==> config.mk <==
export PLATFORM = sky130hd
export DESIGN_NAME = vfd_digit_scan_serializer_core_flat
export DESIGN_NICKNAME = d
export VERILOG_FILES = /design/src/sv/vfd_pkg.sv /design/src/sv/vfd_ifs.sv /design/src/sv/vfd_frame_store.sv /design/src/sv/vfd_digit_scan_serializer_core.sv /design/src/flat_wrapper.sv
export SDC_FILE = /design/constraint.sdc
export NUM_CORES = 2
export LEC_CHECK = 0
export BUFFER_PORTS_ARGS = -buffer_cell sky130_fd_sc_hd__buf_4
export CAP_MARGIN = 25
export CORE_ASPECT_RATIO = 1.75
export CORE_UTILIZATION = 45
export CTS_CLUSTER_DIAMETER = 50
export DETAILED_ROUTE_END_ITERATION = 8
export GPL_ROUTABILITY_DRIVEN = 0
export PLACE_DENSITY = 0.61
export SYNTH_ARGS = -nofsm -noshare
export SYNTH_HDL_FRONTEND = slang
export SYNTH_SLANG_ARGS = --single-unit
export TNS_END_PERCENT = 100
==> constraint.sdc <==
create_clock -name clk -period 6.17 [get_ports clk]
set_input_delay 0.617 -clock clk [delete_from_list [all_inputs] [get_ports clk]]
set_output_delay 0.617 -clock clk [all_outputs]
set_load 0.02 [all_outputs]
==> src/sv/vfd_pkg.sv <==
// ----------------------------------------------------------------------------
// vfd_pkg
// Shared constants, types and frame building functions for the vfd digit
// scan serializer: codes, frame store request, anode pixel order.
// ----------------------------------------------------------------------------
`timescale 1ns / 1ps

package vfd_pkg;

  localparam int DIGIT_COUNT   = 40;
  localparam int FRAME_COLUMNS = 200;
  localparam int COLS_PER_DIG  = 5;
  localparam int ROWS          = 7;
  localparam int ANODE_FIRST   = 20;
  localparam int ANODE_SPAN    = 40;
  localparam int HALF_BITS     = 40;
  localparam int FRAME_BITS    = 80;

  localparam int DIGIT_W  = 6;
  localparam int COL_W    = 8;
  localparam int BRIGHT_W = 3;
  localparam int REL_W    = 7;
  localparam int CNT_W    = 3;

  // command codes
  localparam logic CMD_WRITE = 1'b0;
  localparam logic CMD_SCAN  = 1'b1;

  // brightness codes and blanking release points
  localparam logic [BRIGHT_W-1:0] BRIGHT_LOW   = 3'd1;
  localparam logic [BRIGHT_W-1:0] BRIGHT_MID   = 3'd2;
  localparam logic [BRIGHT_W-1:0] BRIGHT_HIGH  = 3'd3;
  localparam logic [BRIGHT_W-1:0] BRIGHT_RESET = 3'd5;
  localparam logic [REL_W-1:0]    REL_LOW      = 7'd20;
  localparam logic [REL_W-1:0]    REL_MID      = 7'd38;
  localparam logic [REL_W-1:0]    REL_HIGH     = 7'd59;
  localparam logic [REL_W-1:0]    REL_NEVER    = 7'd80;

  localparam logic [DIGIT_W-1:0] LAST_DIGIT = 6'(DIGIT_COUNT - 1);
  localparam logic [CNT_W-1:0]   LAST_COL   = 3'(COLS_PER_DIG - 1);

  typedef logic [ROWS-1:0]  pixels_t;
  typedef logic [COL_W-1:0] col_addr_t;

  // request bundle from the sequencer to the frame store
  typedef struct packed {
    logic      wr_en;
    col_addr_t wr_addr;
    pixels_t   wr_data;
    logic      rd_en;
    col_addr_t rd_addr;
  } store_req_t;

  // anode pixel source: column*8+row, or dummy slot
  localparam logic [7:0] DUMMY_SLOT = 8'hFF;
  localparam logic [7:0] ANODE_MAP [ANODE_SPAN] = '{
    8'd19, 8'd27, 8'd35, 8'd4,  8'd12, 8'd20, 8'd28,
    8'd36, 8'd5,  8'd13, 8'd21,
    8'd38, 8'd30, 8'd22, 8'd14, 8'd6,
    DUMMY_SLOT, DUMMY_SLOT,
    8'd29, 8'd37,
    DUMMY_SLOT, DUMMY_SLOT,
    8'd2,  8'd10, 8'd18, 8'd26, 8'd34, 8'd3,  8'd11,
    8'd33, 8'd25, 8'd17, 8'd9,  8'd1,
    8'd32, 8'd24, 8'd16, 8'd8,  8'd0,
    DUMMY_SLOT
  };

  // digit position to grid number
  function automatic logic [DIGIT_W-1:0] grid_of(input logic [DIGIT_W-1:0] d);
    logic [DIGIT_W-1:0] g;
    if (d >= 6'd10 && d <= 6'd19) g = d + 6'd20;
    else if (d >= 6'd20)           g = d - 6'd10;
    else                           g = d;
    return g;
  endfunction

  // grid number to serial bit position
  function automatic logic [REL_W-1:0] grid_bit(input logic [DIGIT_W-1:0] g);
    logic [REL_W-1:0] gw;
    logic [REL_W-1:0] pos;
    gw = {1'b0, g};
    if (gw < 7'd7)       pos = 7'd6 - gw;
    else if (gw < 7'd20) pos = gw;
    else if (gw < 7'd33) pos = gw + 7'd40;
    else                 pos = 7'd112 - gw;
    return pos;
  endfunction

  // full 80-bit serial frame for one digit
  function automatic logic [FRAME_BITS-1:0] build_frame(
    input logic [DIGIT_W-1:0]            digit,
    input logic [COLS_PER_DIG-1:0][ROWS-1:0] cols
  );
    logic [FRAME_BITS-1:0] bits;
    logic [7:0]            m;
    bits = '0;
    bits[grid_bit(grid_of(digit))] = 1'b1;
    for (int i = 0; i < ANODE_SPAN; i++) begin
      m = ANODE_MAP[i];
      if (m != DUMMY_SLOT) begin
        bits[7'(ANODE_FIRST + i)] = cols[m[5:3]][m[2:0]];
      end
    end
    return bits;
  endfunction

  // blanking release point from brightness
  function automatic logic [REL_W-1:0] release_at(input logic [BRIGHT_W-1:0] b);
    logic [REL_W-1:0] rel;
    unique case (b)
      BRIGHT_LOW:  rel = REL_LOW;
      BRIGHT_MID:  rel = REL_MID;
      BRIGHT_HIGH: rel = REL_HIGH;
      default:     rel = REL_NEVER;
    endcase
    return rel;
  endfunction

endpackage

==> src/sv/vfd_ifs.sv <==
// ----------------------------------------------------------------------------
// vfd channel interfaces
// Valid/ready channels for input items, result items and configuration.
// ----------------------------------------------------------------------------
`timescale 1ns / 1ps

interface vfd_in_if;
  logic                          valid;
  logic                          ready;
  logic                          cmd;
  logic [vfd_pkg::COL_W-1:0]     column_index;
  logic [vfd_pkg::ROWS-1:0]      column_pixels;
  modport source (output valid, cmd, column_index, column_pixels, input ready);
  modport sink   (input valid, cmd, column_index, column_pixels, output ready);
endinterface

interface vfd_out_if;
  logic                            valid;
  logic                            ready;
  logic [vfd_pkg::DIGIT_W-1:0]     scanned_digit;
  logic [vfd_pkg::HALF_BITS-1:0]   serial_bits_early;
  logic [vfd_pkg::HALF_BITS-1:0]   serial_bits_late;
  logic [vfd_pkg::REL_W-1:0]       blank_release_at;
  modport source (output valid, scanned_digit, serial_bits_early, serial_bits_late,
                  blank_release_at, input ready);
  modport sink   (input valid, scanned_digit, serial_bits_early, serial_bits_late,
                  blank_release_at, output ready);
endinterface

interface vfd_cfg_if;
  logic                          valid;
  logic                          ready;
  logic [vfd_pkg::BRIGHT_W-1:0]  brightness;
  modport source (output valid, brightness, input ready);
  modport sink   (input valid, brightness, output ready);
endinterface

==> src/sv/vfd_frame_store.sv <==
// ----------------------------------------------------------------------------
// vfd_frame_store
// 200 x 7 pixel column memory, one write and one registered read port.
// Per-entry valid flags make unwritten columns read as blank.
// ----------------------------------------------------------------------------
`timescale 1ns / 1ps

module vfd_frame_store (
  input  logic                 clk,
  input  logic                 rst_n,
  input  vfd_pkg::store_req_t  req,
  output vfd_pkg::pixels_t     rd_data
);

  vfd_pkg::pixels_t                      mem [vfd_pkg::FRAME_COLUMNS];
  logic [vfd_pkg::FRAME_COLUMNS-1:0]     valid_r;
  vfd_pkg::pixels_t                      rd_data_r;
  logic                                  wr_ok;

  // writes past the last column are dropped
  assign wr_ok = req.wr_en && (req.wr_addr < 8'(vfd_pkg::FRAME_COLUMNS));

  // memory array write
  always_ff @(posedge clk) begin
    if (wr_ok) begin
      mem[req.wr_addr] <= req.wr_data;
    end
  end

  // written flags, cleared at reset
  always_ff @(posedge clk) begin
    if (!rst_n) begin
      valid_r <= '0;
    end else if (wr_ok) begin
      valid_r[req.wr_addr] <= 1'b1;
    end
  end

  // registered read, held while no read is issued
  always_ff @(posedge clk) begin
    if (req.rd_en) begin
      rd_data_r <= valid_r[req.rd_addr] ? mem[req.rd_addr] : '0;
    end
  end

  assign rd_data = rd_data_r;

endmodule

==> src/sv/vfd_digit_scan_serializer_core.sv <==
// ----------------------------------------------------------------------------
// vfd_digit_scan_serializer_core
// A column write is stored in the frame store in the cycle after it is taken.
// A scan passes through five reads of the single read port (ST_READ), then
// the frame build (ST_LOAD), which waits while a result is pending. Writes go
// at one per cycle while idle; no item is taken until the scan is back in ST_IDLE.
// Reset: frame store written flags clear at once (display blank, no clearing
// pass), brightness 5, scan digit 0, no result pending.
// ----------------------------------------------------------------------------
`timescale 1ns / 1ps

module vfd_digit_scan_serializer_core (
  input  logic       clk,
  input  logic       rst_n,
  vfd_in_if.sink     in_ch,
  vfd_out_if.source  out_ch,
  vfd_cfg_if.sink    cfg_ch
);

  typedef enum logic [2:0] {
    ST_IDLE = 3'b001,
    ST_READ = 3'b010,
    ST_LOAD = 3'b100
  } state_t;

  state_t                               state_r, state_nxt;
  logic [vfd_pkg::CNT_W-1:0]            cnt_r, cnt_nxt;
  vfd_pkg::col_addr_t                   col_addr_r, col_addr_nxt;
  logic [vfd_pkg::DIGIT_W-1:0]          scan_digit_r, scan_digit_nxt;
  logic [vfd_pkg::BRIGHT_W-1:0]         bright_r;
  logic [3:0][vfd_pkg::ROWS-1:0]        col_r;
  logic                                 cap_en_r;
  logic [1:0]                           cap_idx_r;
  logic                                 out_valid_r;
  logic [vfd_pkg::DIGIT_W-1:0]          out_digit_r;
  logic [vfd_pkg::FRAME_BITS-1:0]       out_bits_r;
  logic [vfd_pkg::REL_W-1:0]            out_rel_r;

  vfd_pkg::store_req_t                  req;
  vfd_pkg::pixels_t                     rd_data;
  logic                                 in_fire;
  logic                                 rd_issue;
  logic                                 slot_free;
  logic                                 load_fire;
  logic [vfd_pkg::FRAME_BITS-1:0]       frame;

  assign in_ch.ready  = (state_r == ST_IDLE);
  assign cfg_ch.ready = 1'b1;
  assign in_fire      = in_ch.valid && in_ch.ready;
  assign rd_issue     = (state_r == ST_READ);
  assign slot_free    = !out_valid_r || out_ch.ready;
  assign load_fire    = (state_r == ST_LOAD) && slot_free;

  // frame store requests
  always_comb begin
    req.wr_en   = in_fire && (in_ch.cmd == vfd_pkg::CMD_WRITE);
    req.wr_addr = in_ch.column_index;
    req.wr_data = in_ch.column_pixels;
    req.rd_en   = rd_issue;
    req.rd_addr = col_addr_r;
  end

  vfd_frame_store u_store (
    .clk     (clk),
    .rst_n   (rst_n),
    .req     (req),
    .rd_data (rd_data)
  );

  // scan sequencer
  always_comb begin
    state_nxt      = state_r;
    cnt_nxt        = cnt_r;
    col_addr_nxt   = col_addr_r;
    scan_digit_nxt = scan_digit_r;
    unique case (state_r)
      ST_IDLE: begin
        if (in_fire && (in_ch.cmd == vfd_pkg::CMD_SCAN)) begin
          state_nxt    = ST_READ;
          cnt_nxt      = '0;
          col_addr_nxt = 8'({scan_digit_r, 2'b00}) + 8'(scan_digit_r);
        end
      end
      ST_READ: begin
        cnt_nxt      = cnt_r + 3'd1;
        col_addr_nxt = col_addr_r + 8'd1;
        if (cnt_r == vfd_pkg::LAST_COL) begin
          state_nxt = ST_LOAD;
        end
      end
      ST_LOAD: begin
        if (slot_free) begin
          state_nxt      = ST_IDLE;
          scan_digit_nxt = (scan_digit_r == vfd_pkg::LAST_DIGIT) ? '0
                                                                   : scan_digit_r + 6'd1;
        end
      end
      default: begin
        state_nxt = ST_IDLE;
      end
    endcase
  end

  always_ff @(posedge clk) begin
    if (!rst_n) begin
      state_r      <= ST_IDLE;
      cnt_r        <= '0;
      scan_digit_r <= '0;
      cap_en_r     <= 1'b0;
    end else begin
      state_r      <= state_nxt;
      cnt_r        <= cnt_nxt;
      scan_digit_r <= scan_digit_nxt;
      cap_en_r     <= rd_issue && (cnt_r != vfd_pkg::LAST_COL);
    end
  end

  // column address and capture index
  always_ff @(posedge clk) begin
    col_addr_r <= col_addr_nxt;
    cap_idx_r  <= cnt_r[1:0];
  end

  // first four columns are captured, the last one is used straight from the store
  always_ff @(posedge clk) begin
    if (cap_en_r) begin
      col_r[cap_idx_r] <= rd_data;
    end
  end

  // brightness register
  always_ff @(posedge clk) begin
    if (!rst_n) begin
      bright_r <= vfd_pkg::BRIGHT_RESET;
    end else if (cfg_ch.valid && cfg_ch.ready) begin
      bright_r <= cfg_ch.brightness;
    end
  end

  // frame build
  assign frame = vfd_pkg::build_frame(scan_digit_r, {rd_data, col_r});

  // result register
  always_ff @(posedge clk) begin
    if (!rst_n) begin
      out_valid_r <= 1'b0;
    end else if (load_fire) begin
      out_valid_r <= 1'b1;
    end else if (out_ch.ready) begin
      out_valid_r <= 1'b0;
    end
  end

  always_ff @(posedge clk) begin
    if (load_fire) begin
      out_digit_r <= scan_digit_r;
      out_bits_r  <= frame;
      out_rel_r   <= vfd_pkg::release_at(bright_r);
    end
  end

  assign out_ch.valid             = out_valid_r;
  assign out_ch.scanned_digit     = out_digit_r;
  assign out_ch.serial_bits_early = out_bits_r[vfd_pkg::HALF_BITS-1:0];
  assign out_ch.serial_bits_late  = out_bits_r[vfd_pkg::FRAME_BITS-1:vfd_pkg::HALF_BITS];
  assign out_ch.blank_release_at  = out_rel_r;

`ifndef SYNTH
  // scan position stays within the display
  a_digit_range: assert property (@(posedge clk) disable iff (!rst_n)
    scan_digit_r <= vfd_pkg::LAST_DIGIT)
    else $error("scan digit out of range");

  // a scan transfer starts the column reads
  a_scan_starts: assert property (@(posedge clk) disable iff (!rst_n)
    (in_fire && (in_ch.cmd == vfd_pkg::CMD_SCAN)) |=> (state_r == ST_READ && cnt_r == '0))
    else $error("scan did not start reading");

  // read counter never passes the last column
  a_cnt_range: assert property (@(posedge clk) disable iff (!rst_n)
    (state_r == ST_READ) |-> (cnt_r <= vfd_pkg::LAST_COL))
    else $error("column counter overrun");

  // a pending result is never overwritten
  a_no_overwrite: assert property (@(posedge clk) disable iff (!rst_n)
    (state_r == ST_LOAD && out_valid_r && !out_ch.ready) |=> (state_r == ST_LOAD))
    else $error("result loaded over a pending one");

  // digit advances by one or wraps after each result
  a_digit_step: assert property (@(posedge clk) disable iff (!rst_n)
    load_fire |=> (scan_digit_r == '0 || scan_digit_r == $past(scan_digit_r) + 6'd1))
    else $error("scan digit did not advance");
`endif

endmodule
==> src/flat_wrapper.sv <==
// flat-port wrapper written by rule: the top's interface ports become plain ports
module vfd_digit_scan_serializer_core_flat 
  (clk, rst_n, in_ch_valid, in_ch_cmd, in_ch_column_index, in_ch_column_pixels, in_ch_ready, out_ch_valid, out_ch_scanned_digit, out_ch_serial_bits_early, out_ch_serial_bits_late, out_ch_blank_release_at, out_ch_ready, cfg_ch_valid, cfg_ch_brightness, cfg_ch_ready);
  vfd_in_if in_ch_i ();
  vfd_out_if out_ch_i ();
  vfd_cfg_if cfg_ch_i ();
  input  logic clk;
  input  logic rst_n;
  input wire logic [$bits(in_ch_i.valid)-1:0] in_ch_valid;
  input wire logic [$bits(in_ch_i.cmd)-1:0] in_ch_cmd;
  input wire logic [$bits(in_ch_i.column_index)-1:0] in_ch_column_index;
  input wire logic [$bits(in_ch_i.column_pixels)-1:0] in_ch_column_pixels;
  output wire logic [$bits(in_ch_i.ready)-1:0] in_ch_ready;
  output wire logic [$bits(out_ch_i.valid)-1:0] out_ch_valid;
  output wire logic [$bits(out_ch_i.scanned_digit)-1:0] out_ch_scanned_digit;
  output wire logic [$bits(out_ch_i.serial_bits_early)-1:0] out_ch_serial_bits_early;
  output wire logic [$bits(out_ch_i.serial_bits_late)-1:0] out_ch_serial_bits_late;
  output wire logic [$bits(out_ch_i.blank_release_at)-1:0] out_ch_blank_release_at;
  input wire logic [$bits(out_ch_i.ready)-1:0] out_ch_ready;
  input wire logic [$bits(cfg_ch_i.valid)-1:0] cfg_ch_valid;
  input wire logic [$bits(cfg_ch_i.brightness)-1:0] cfg_ch_brightness;
  output wire logic [$bits(cfg_ch_i.ready)-1:0] cfg_ch_ready;
  assign in_ch_i.valid = in_ch_valid;
  assign in_ch_i.cmd = in_ch_cmd;
  assign in_ch_i.column_index = in_ch_column_index;
  assign in_ch_i.column_pixels = in_ch_column_pixels;
  assign in_ch_ready = in_ch_i.ready;
  assign out_ch_valid = out_ch_i.valid;
  assign out_ch_scanned_digit = out_ch_i.scanned_digit;
  assign out_ch_serial_bits_early = out_ch_i.serial_bits_early;
  assign out_ch_serial_bits_late = out_ch_i.serial_bits_late;
  assign out_ch_blank_release_at = out_ch_i.blank_release_at;
  assign out_ch_i.ready = out_ch_ready;
  assign cfg_ch_i.valid = cfg_ch_valid;
  assign cfg_ch_i.brightness = cfg_ch_brightness;
  assign cfg_ch_ready = cfg_ch_i.ready;
  vfd_digit_scan_serializer_core u_core (.clk(clk), .rst_n(rst_n), .in_ch(in_ch_i), .out_ch(out_ch_i), .cfg_ch(cfg_ch_i));
endmodule
==> After elaboration in Yosys (flattened, before gate mapping) <==
Memory sizes are Yosys's and may differ from the RTL's. A register that Yosys moved wholly into a read port is not among the register bits.
Index checks and enable logic that the tools add are counted.
{ "classes": {"addsub": 9, "n_mul": 0, "div": 0, "order_cmp": 14, "eq_ne": 12, "shifts": 0, "muxes": 28, "bitwise_logic": 2, "reduce_logical": 18} }
{ "ops": {"columns": ["operator", "count"], "rows": [
  ["200-bit bitwise OR", 1],
  ["28-bit bitwise mux", 1],
  ["7-bit two-way mux", 4],
  ["7-bit one-hot mux with 3 select lines", 1],
  ["8-bit by 9-bit less-than comparator with 1-bit output, second input constant", 2],
  ["6-bit two-way mux", 3],
  ["8-bit one-hot mux with 2 select lines", 1],
  ["7-bit demux with 2-bit select", 1],
  ["3-bit two-way mux", 4],
  ["1-bit logical AND", 10],
  ["3-bit by 2-bit equality test with 1-bit output, second input constant", 3],
  ["3-bit one-hot mux with 3 select lines", 1],
  ["8-bit by 1-bit adder with 8-bit output, second input constant", 1],
  ["8-bit by 6-bit adder with 8-bit output", 1],
  ["1-bit binary-select mux with 8-bit select", 1],
  ["1-bit demux with 8-bit select", 1],
  ["8-bit by 1-bit greater-or-equal comparator with 1-bit output, second input constant", 1],
  ["7-bit by 8-bit less-than comparator with 1-bit output, second input constant", 1],
  ["8-bit less-than comparator, second input constant", 1],
  ["8-bit two-way mux", 1],
  ["6-bit by 6-bit adder with 7-bit output, second input constant", 1],
  ["1-bit demux with 7-bit select", 1],
  ["7-bit by 1-bit greater-or-equal comparator with 1-bit output, second input constant", 1],
  ["1-bit two-way mux", 7],
  ["other kinds (27)", 33]
]} }
{ "word_totals": {"register_bits": 348, "latchBits": 0, "mem_bits_rw": 1400, "romBits": 0, "inputBits": 24, "out_inout_bits": 96, "elab_cells": 100, "memories": 1} }
{ "mem_list": {"columns": ["name", "words", "width", "rd", "rd_ports_with_merged_regs", "wr", "line", "text"], "rows": [
  ["u_core.u_store.mem", 200, 7, 1, 1, 1, "vfd_frame_store.sv:15", "vfd_pkg::pixels_t mem [vfd_pkg::FRAME_COLUMNS];"]
]} }

==> Depth between registers and ports, before layout <==
{ "logic_depth": {"word_depth": 11, "mapped_depth": 15, "ltp_nobuf": 13} }

==> Modules after synthesis <==
A second synthesis with hierarchy kept.
{ "unflattened": {"hier_cells": 3635, "area_unflattened_um2": 69299.0} }
{ "by_module_without_submodules": {"columns": ["module", "instances", "cells_each", "area_each_um2", "seq_area_each_um2"], "rows": [
  ["vfd_frame_store", 1, 3180, 63039.2, 46254.4],
  ["vfd_digit_scan_serializer_core", 1, 455, 6259.8, 4194.0]
]} }

==> Worst setup path before layout <==
Ideal clock, no wire load.
{ "synth_path": {"kind": "input to register", "startpoint": "in out_ch_ready", "endpoint": "reg u_core.scan_digit_r[0] in the netlist's numbering", "setup_time_ns": 0.136, "arrival_time_ns": 4.367, "required_time_ns": 6.034, "setup_slack_ns": 1.667, "stages": 6, "path_buffers": 1, "cell_sequence": "nor2b_1 -> nor2b_1 -> clkbuf_1 -> nand2_1 -> o31ai_1 -> nor2_1"} }
{ "synth_via": {"elab_chain_len": 2} }
{ "synth_lines": {"columns": ["element", "line", "text"], "rows": [
  ["start: declaration", "flat_wrapper.sv:19", "input wire logic [$bits(out_ch_i.ready)-1:0] out_ch_ready;"],
  ["1-bit logical OR", "vfd_digit_scan_serializer_core.sv:51", "assign slot_free = !out_valid_r || out_ch.ready;"],
  ["2-bit AND reduction (no source line)", null, null],
  ["end signal: assignment", "vfd_digit_scan_serializer_core.sv:113", "scan_digit_r <= scan_digit_nxt;"],
  ["end: declaration", "vfd_digit_scan_serializer_core.sv:29", "logic [vfd_pkg::DIGIT_W-1:0] scan_digit_r, scan_digit_nxt;"]
]} }
No other way between the ends.
A chain may end at the register's enable or synchronous reset.

==> Worst setup path in the final report <==
{ "layout_path": {"startpoint": "reg u_core.col_addr_r[3]", "endpoint": "reg u_core.u_store.rd_data_r[4], in the netlist u_core.u_store.rd_data[4] (read register of u_core.u_store.mem), data pin"} }
{ "layout_via": {"elab_chain_len": 3} }
{ "layout_lines": {"columns": ["element", "line", "text"], "rows": [
  ["start: declaration", "vfd_digit_scan_serializer_core.sv:28", "vfd_pkg::col_addr_t col_addr_r, col_addr_nxt;"],
  ["start signal: assignment", "vfd_digit_scan_serializer_core.sv:120", "col_addr_r <= col_addr_nxt;"],
  ["1-bit binary-select mux with 8-bit select", "vfd_frame_store.sv:42", "rd_data_r <= valid_r[req.rd_addr] ? mem[req.rd_addr] : '0;"],
  ["1-bit two-way mux (implied by the code)", "vfd_frame_store.sv:42", null],
  ["1-bit zero test (no source line)", null, null],
  ["end: declaration", "vfd_frame_store.sv:17", "vfd_pkg::pixels_t rd_data_r;"]
]} }
Several ways; a longest one is shown, not always the timed one. The select of a mux whose other input is x is not followed.

==> impl_metrics.json <==
{
  "fin_skew_ns": 0.0282,
  "synth-edff-count": 1534,
  "synthTopCellsByCount": "1534 x edfxtp_1, 449 x mux4_2, 244 x nor2_1",
  "grt_pass1_vias": 34400,
  "maxSlewViolCount": 0,
  "die-area_sq_um": 153000,
  "routedWlPerCell_um": 30.2,
  "area_delta_synth_final_pct": 11.8,
  "ant_nets": 0,
  "cts_root_buf": "clkbuf_16",
  "dp_hpwl_um": 109000,
  "nFillCells": 12000,
  "drt-total-wl_um": 173000,
  "fin_crit_sh": 0.651,
  "rrSetupSlack_ns": 2.16,
  "antenna_found_initial": 5,
  "setup_violations": 0,
  "max_slew.worst_pin.slew_ns": 1.19,
  "critPathKind": "flip-flop to flip-flop",
  "grt_max_degree": 155,
  "syn_area_sq_um": 68200,
  "cts_tree": "done",
  "start_kind": "flip-flop",
  "crit_arrival_ns": 4.56,
  "relSlewSlack": 0.203,
  "die_h_um": 517,
  "fmax_mhz": 249,
  "yosysTopAreaCell": "edfxtp_1",
  "grt_overflow_total": 0,
  "syn_inst": 3463,
  "hold_path_class": "input port to flip-flop",
  "path_max_fanout": 24,
  "synth.distinct_cells": 86,
  "clk_latency_ns": 0.78,
  "clkSinkCount": 1753,
  "power_leakage_nw": 23.9,
  "instances_no_fill": 5712,
  "ys_seq_elements": 1753,
  "num_rows": 188,
  "synth_most_common_cell": "edfxtp_1",
  "finalSetupTns_ns": 0,
  "layout-drive-gt1-share": 0.245,
  "yosys_warnings": 0,
  "maxCapViolations": 0,
  "avgViaCountPerCell": 5.94,
  "synthDominantCellAreaShare": 0.676,
  "postCtsHoldBufs": 0,
  "peakVddDrop_v": 0.000223,
  "timing.hold.ws_ns": 0.0557,
  "power_density_nw_per_um2": 308,
  "yosys-top-cells-area": "edfxtp_1 68%, mux4_2 15%, dfxtp_1 6.4%",
  "die_x_um": 296,
  "ys_dominant_reg_cell": "edfxtp_1",
  "synth-seq-area-share": 0.740,
  "core_area_sq_um": 150000,
  "grt_pass1_wl_um": 248000,
  "pin_count": 120,
  "drcViolationCount": 0,
  "nets": 3634,
  "cp.required_ns": 6.71,
  "dr_total_vias": 33900,
  "ys_async_sr_fraction": 0,
  "crit_path_end_kind": "flip-flop",
  "cts_setup_buffers": 0,
  "track_usage": 0.229,
  "cts_buffers": 153,
  "post-route-min-period_ns": 4.01,
  "first_pass_iters": 5,
  "htreeDepth": 4,
  "cts_resized": 0,
  "clk_pin_slew_ns": 0.07,
  "clockBufferDepth": 3,
  "placed_cells": 5425,
  "status": "finished clean",
  "syn_nets": 3510,
  "drt_iter0_drc": 3079,
  "avgSynthCellArea_sq_um": 19.7,
  "rsz0062_at_grt": "no",
  "start_util": 0.454,
  "hold_violations": 0,
  "pre_cts_slack_ns": 2.18,
  "io_buffers": 118,
  "worst_slack_ns": 2.16
}
metal layers:
layer,share of wire,GRT usage
met4,0.047,0.0997
met2,0.54,0.411
met1,0.36,0.271
met3,0.057,0.0344
met5,0,0
logic make-up (layout without fill, tap and decap cells):
| logic type | after synthesis | in the layout | synth area share |
|---|---|---|---|
| simple gates | 552 | 552 | 0.0376 |
| mux | 505 | 505 | 0.157 |
| fa+ha+maj | 23 | 23 | 0.00433 |
| flops | 1753 | 1753 | 0.740 |
| compound gates | 381 | 381 | 0.0415 |
| other cells | 2 | 4 | 0.000110 |
| xor+xnor | 19 | 19 | 0.00255 |
| buf+inv | 228 | 480 | 0.0168 |
critical path, stage by stage (launching register included):
cell	delay [ns]
edfxtp_1	0.93
buf_4	0.54
nor2b_1	0.48
a22oi_1	0.15
nand3_1	0.12
o21ai_0	0.12
a221o_1	0.42
nand3_1	0.22
nand4_1	0.33
a2111oi_0	0.48
cell type report:
type | instances | area (sq um) | area share
clock buffer | 217 | 4380 | 0.0574
multi-input combinational | 1482 | 16600 | 0.218
antenna | 2 | 5.00 | 0.0000657
timing repair buffer | 178 | 1560 | 0.0205
clock inverter | 66 | 661 | 0.00867
tap | 1995 | 2500 | 0.0327
inverter | 19 | 72.6 | 0.000952
sequential | 1753 | 50400 | 0.662
layout by cell type (no fill, tap or decap), drive strengths merged, types with 6 or more instances in the layout:
cell | synthesis | routed
mux2i | 52 | 52
nor3 | 38 | 38
o21ai | 32 | 32
ha | 22 | 22
a211oi | 9 | 9
nand2 | 115 | 115
a22oi | 24 | 24
clkinv | 0 | 41
buf | 105 | 177
edfxtp | 1534 | 1534
inv | 19 | 29
nor4 | 23 | 23
xnor2 | 17 | 17
dfxtp | 219 | 219
nor2b | 22 | 22
bufinv | 0 | 9
a31oi | 17 | 17
o211ai | 10 | 10
and3 | 10 | 10
nor3b | 9 | 9
o21a | 203 | 203
or3 | 6 | 6
nor2 | 246 | 246
a21oi | 27 | 27
clkbuf | 104 | 218
clkinvlp | 0 | 6
nand2b | 10 | 10
nand4 | 9 | 9
nand3 | 40 | 40
mux4 | 449 | 449
through the flow:
stage	cell area (sq um)	power, mW	utilization
floorplan	68200	13.6	-
global placement	71100	14.0	0.474
detailed placement	71100	14.0	0.474
CTS	76200	23.6	0.508
global route	76200	24.0	0.508
finish	76200	23.5	0.508
final timing paths:
kind	start	end	cells after the start
setup reg to reg	u_core.col_addr_r[3]$_DFFE_PP_	u_core.u_store.rd_data[4]$_SDFFCE_PN0P_	9
hold reg to reg	u_core.cnt_r[1]$_SDFFE_PN0P_	u_core.cap_idx_r[1]$_DFF_P_	0
setup / recovery	u_core.col_addr_r[3]$_DFFE_PP_	u_core.u_store.rd_data[4]$_SDFFCE_PN0P_	9
hold / removal	cfg_ch_brightness[0]	u_core.bright_r[0]$_SDFFE_PN1P_	3
sequential cells by signal, indices dropped and copies added, names as in the netlist:
| signal | cells |
|---|---|
| u_core.u_store.rd_data | 7 |
| u_core.u_store.mem | 1400 |
| u_core.cnt_r | 3 |
| u_core.scan_digit_r | 6 |
| u_core.out_ch.blank_release_at | 5 |
| u_core.cap_idx_r | 2 |
| u_core.col_r | 28 |
| u_core.bright_r | 3 |
| u_core.col_addr_r | 8 |
| u_core.out_ch.valid | 1 |
| u_core.state_r | 3 |
| u_core.cap_en_r | 1 |
| u_core.out_ch.scanned_digit | 6 |
| u_core.u_store.valid_r | 200 |
| u_core.out_bits_r | 80 |
report_power, final:
part / leakage (nW) / switching, mW / internal [mW] / total [mW]
clock: 2.47 / 4.32 / 5.37 / 9.69
sequential: 15.5 / 0.0135 / 12.9 / 12.9
combinational: 5.91 / 0.594 / 0.287 / 0.880
Note: power is estimated with default switching activity, not from simulation.
